**src/hdl/fcgm_pkg.sv**
```systemverilog
// Shared types, sizes and codes for the character-to-glyph map block.
`timescale 1ns / 1ps

package fcgm_pkg;

  // Store sizes
  localparam int MAX_SEGMENTS      = 64;
  localparam int GLYPH_ARRAY_DEPTH = 1024;
  localparam int SEG_AW   = (MAX_SEGMENTS > 1) ? $clog2(MAX_SEGMENTS) : 1;
  localparam int GLYPH_AW = $clog2(GLYPH_ARRAY_DEPTH);

  // Segment counter width: holds the configured count and the store depth
  localparam int SEG_CW = $clog2(MAX_SEGMENTS + 1);
  localparam int CNT_W  = (SEG_CW > 7) ? SEG_CW : 7;

  // Glyph array position: offset/2 + (code - start) + i - n, kept signed
  localparam int POS_W = 19;

  localparam int BYTE_CODES = 256;

  typedef enum logic [1:0] {
    CMD_LOAD_SEG   = 2'd0,
    CMD_LOAD_GLYPH = 2'd1,
    CMD_LOOKUP     = 2'd2,
    CMD_NOP        = 2'd3
  } cmd_e;

  typedef enum logic [1:0] {
    FMT_BYTE    = 2'd0,
    FMT_SEGMENT = 2'd1,
    FMT_TRIMMED = 2'd2,
    FMT_RSVD    = 2'd3
  } fmt_e;

  typedef enum logic [3:0] {
    CFG_TABLE_FORMAT  = 4'd0,
    CFG_SEGMENT_COUNT = 4'd1,
    CFG_FIRST_CODE    = 4'd2,
    CFG_ENTRY_COUNT   = 4'd3
  } cfg_idx_e;

  typedef enum logic [2:0] {
    ST_IDLE,
    ST_DISPATCH,
    ST_SCAN,
    ST_CALC,
    ST_GDATA
  } state_e;

  typedef struct packed {
    logic [15:0] first;
    logic [15:0] last;
    logic [15:0] delta;
    logic [15:0] offset;
  } seg_t;

  typedef struct packed {
    logic        hit;     // start <= code <= end
    logic        direct;  // range offset is zero
    logic [15:0] sum;     // delta + code, mod 2^16
    logic [15:0] diff;    // code - start
  } match_t;

endpackage

```
**src/hdl/fcgm_seg_unit.sv**
```systemverilog
// Shared segment compare unit: range test, direct delta sum, code offset.
`timescale 1ns / 1ps

module fcgm_seg_unit (
  input  logic [15:0]     code_i,
  input  fcgm_pkg::seg_t  seg_i,
  output fcgm_pkg::match_t match_o
);

  import fcgm_pkg::*;

  always_comb begin
    match_o.hit    = (code_i >= seg_i.first) && (code_i <= seg_i.last);
    match_o.direct = (seg_i.offset == 16'd0);
    match_o.sum    = seg_i.delta + code_i;
    match_o.diff   = code_i - seg_i.first;
  end

endmodule
```
**config.mk**
```make
export PLATFORM = sky130hd
export DESIGN_NAME = fcgm_seg_unit
export DESIGN_NICKNAME = d
export VERILOG_FILES = /design/src/hdl/fcgm_pkg.sv /design/src/hdl/fcgm_seg_unit.sv
export SDC_FILE = /design/constraint.sdc
export NUM_CORES = 1
export LEC_CHECK = 0
export BUFFER_PORTS_ARGS = -buffer_cell sky130_fd_sc_hd__buf_2
export CELL_PAD_IN_SITES_DETAIL_PLACEMENT = 1
export CELL_PAD_IN_SITES_GLOBAL_PLACEMENT = 1
export CORE_ASPECT_RATIO = 0.5
export CORE_MARGIN = 3
export CORE_UTILIZATION = 32
export DETAILED_ROUTE_END_ITERATION = 12
export PLACE_DENSITY = 0.93
export SLEW_MARGIN = 40
export SYNTH_ARGS = -nofsm -noshare
export SYNTH_HDL_FRONTEND = slang
export SYNTH_SLANG_ARGS = --single-unit
```
**constraint.sdc**
```tcl
create_clock -name vclk -period 3.85
set_input_delay 0.77 -clock vclk [all_inputs]
set_output_delay 0.77 -clock vclk [all_outputs]
set_load 0.005 [all_outputs]
```
==> results by group <==
Cells and area
  • Clock buffer cells: 0
  • Fillers: 819
  • Ant diodes: 0
  • FF+latch area: 0 sq um
  • FF+latch count: 0
  • Share of layout cells above drive strength 1: 32.4%
  • Non-Filler Instances: 476
  • Area delta synth->final: 32.5%
  • Commonest non-fill, non-tap cell in the layout: buf_2
  • Final core occ: 46.5%
  • Nets: 523
  • Most frequent cells in the layout: buf_2, ha_1, inv_1, a21oi_1, xnor2_1

Route
  • Drt pass-1 iters: 4
  • Routed metal-1 wirelength: 3210 um
  • Top Layer Used: met4
  • Via count: 2467
  • Wire length on met3: 434 um
  • WL per Instance: 14.9 um
  • Met2 WL: 3400 um
  • Residual DRC: 0
  • Drt total wl: 7100 um
  • DR iter-0 viols: 75
  • Drt via density: 5.18
  • ANT nets after route: 0

Timing
  • Post-layout min period: 3670 ps
  • Fmax: 0.272 GHz
  • Setup TNS Final: 0 ps
  • Final Max Slew Viols: 0
  • Hold WS: 1830 ps
  • RSZ-0062 raised after global routing: no
  • Slew headroom: 67.3%
  • Final Cycle Share: 95.4%
  • Setup violators final: 0
  • Slew @ Worst Pin: 489 ps
  • Fin. Hold Viols: 0

Die
  • Core footprint: 5820 sq um
  • # IOs: 114
  • Chip width: 119 um
  • Die ar.: 7440 sq um
  • Die Y: 62.5 um
  • Initial Util: 35.1%
  • # rows: 19

Global routing
  • GRT Total Usage: 18.1%
  • Pin count of the biggest net entering global routing: 10
  • Initial antenna violation count: 0
  • GRT Residual Overflow: 0
  • First-pass GRT wire length: 11600 um
  • Vias in the first global route: 2497

Setup path
  • CP peak stage delay: 410 ps
  • Crit-path cells: buf_2, ha_1, fa_1, a21o_2, a21oi_2, o21ai_1, a221oi_2, nor4b_1, a211o_1, buf_2
  • Crit path DAT: 2900 ps
  • WP data required: 3080 ps
  • Crit path launch: code_i[0]
  • WP buf/inv: 2
  • Critical Path Sink Type: output port
  • CP Max Fanout: 3
  • Slowest cell on crit path: fa_1
  • Crit start category: input pin
  • Crit path top cell by count: buf_2
  • Setup CP Type: in2out
  • CP top delay family: compound AO/OA/AOI/OAI gates

Clock network
  • Post_cts resized: 0
  • Post-CTS Setup Bufs: 0
  • CTS Hold Buffers Added: 0

Placement
  • Cell total after placement: 476
  • I/O Buffers: 114
  • GPL Wtd Cong: 0.911
  • Post-DP HPWL: 6400 um

Synth
  • Synth Instances: 282
  • Distinct cells, synth: 55
  • Syn Area/Cell: 7.25 sq um
  • YS warnings: 0
  • Post-synthesis sequential area ratio: 0%
  • Mapped Area: 2040 sq um
  • Synthesized Nets: 411

Flow run
  • Max capacitance violation total: 0

Status
  • Status: finished clean

Power and ir drop
  • Static Leak: 0.00154 uW
  • Pwr/cell area: 164 nW/um^2
  • Peak supply drop: 0.0635 mV

Hold path
  • Worst min-delay path category: in2out
  • Worst hold start: seg_i[16]
==> path summary, 6_finish.rpt <==
path / endpoint / cells past startpoint
setup / recovery: match_o[28] / 10
hold / removal: match_o[16] / 3
==> stage by stage <==
step | worst slack [ps] | power (uW) | area, sq um
floorplan | 607 | 270 | 2040
global placement | 246 | 433 | 2710
detailed placement | 212 | 446 | 2710
CTS | 196 | 450 | 2710
global route | 69.4 | 501 | 2710
finish | 177 | 445 | 2710
==> Yosys cell counts, types with 3 or more instances <==
| cell type | instances | area [sq um] |
|---|---|---|
| inv_1 | 44 | 165 |
| nand4_1 | 7 | 43.8 |
| nand2b_1 | 3 | 18.8 |
| a21oi_1 | 19 | 95.1 |
| o21a_1 | 3 | 22.5 |
| o21ai_0 | 13 | 65.1 |
| nand3_1 | 5 | 25.0 |
| a21o_1 | 13 | 97.6 |
| nor4_1 | 4 | 25.0 |
| o211ai_1 | 4 | 30.0 |
| a21oi_2 | 3 | 26.3 |
| nor2_1 | 13 | 48.8 |
| ha_1 | 47 | 588 |
| nand2_1 | 14 | 52.6 |
| nor2b_1 | 5 | 31.3 |
| clkbuf_1 | 4 | 15.0 |
| o21ai_1 | 4 | 20.0 |
| xor2_1 | 7 | 61.3 |
| nor3_1 | 3 | 15.0 |
| a211oi_1 | 5 | 37.5 |
| and3_1 | 3 | 18.8 |
| xnor2_1 | 17 | 149 |
==> area by class of cell <==
type / instances / area [sq um] / share of cell area [%]
inverters: 44 / 165 / 6.10
multi-input cells: 233 / 1860 / 68.7
well taps: 84 / 105 / 3.88
repair buffers: 115 / 578 / 21.3
==> cells by family after synthesis <==
| logic type | count (synthesis) | synth area share [%] |
|---|---|---|
| AOI/OAI and AO/OA | 88 | 30.8 |
| adders and majority gates | 49 | 30.7 |
| xor gates and xnor gates | 24 | 10.3 |
| buffers and inverters | 49 | 9.00 |
| and+or+nand+nor | 72 | 19.2 |
==> layer usage <==
metal | GRT usage [%] | vias up
li1 | - | 1252
met1 | 23.4 | 1134
met2 | 33.6 | 77
met3 | 2.17 | 4
met4 | 1.30 | 0
met5 | 0 | -
==> power breakdown <==
group / total [uW] / internal, uW / switching (uW)
Sequential: 0 / 0 / 0
Combinational: 445 / 216 / 229
Clock: 0 / 0 / 0
Total: 445 / 216 / 229
(Power assumes the default switching activity.)
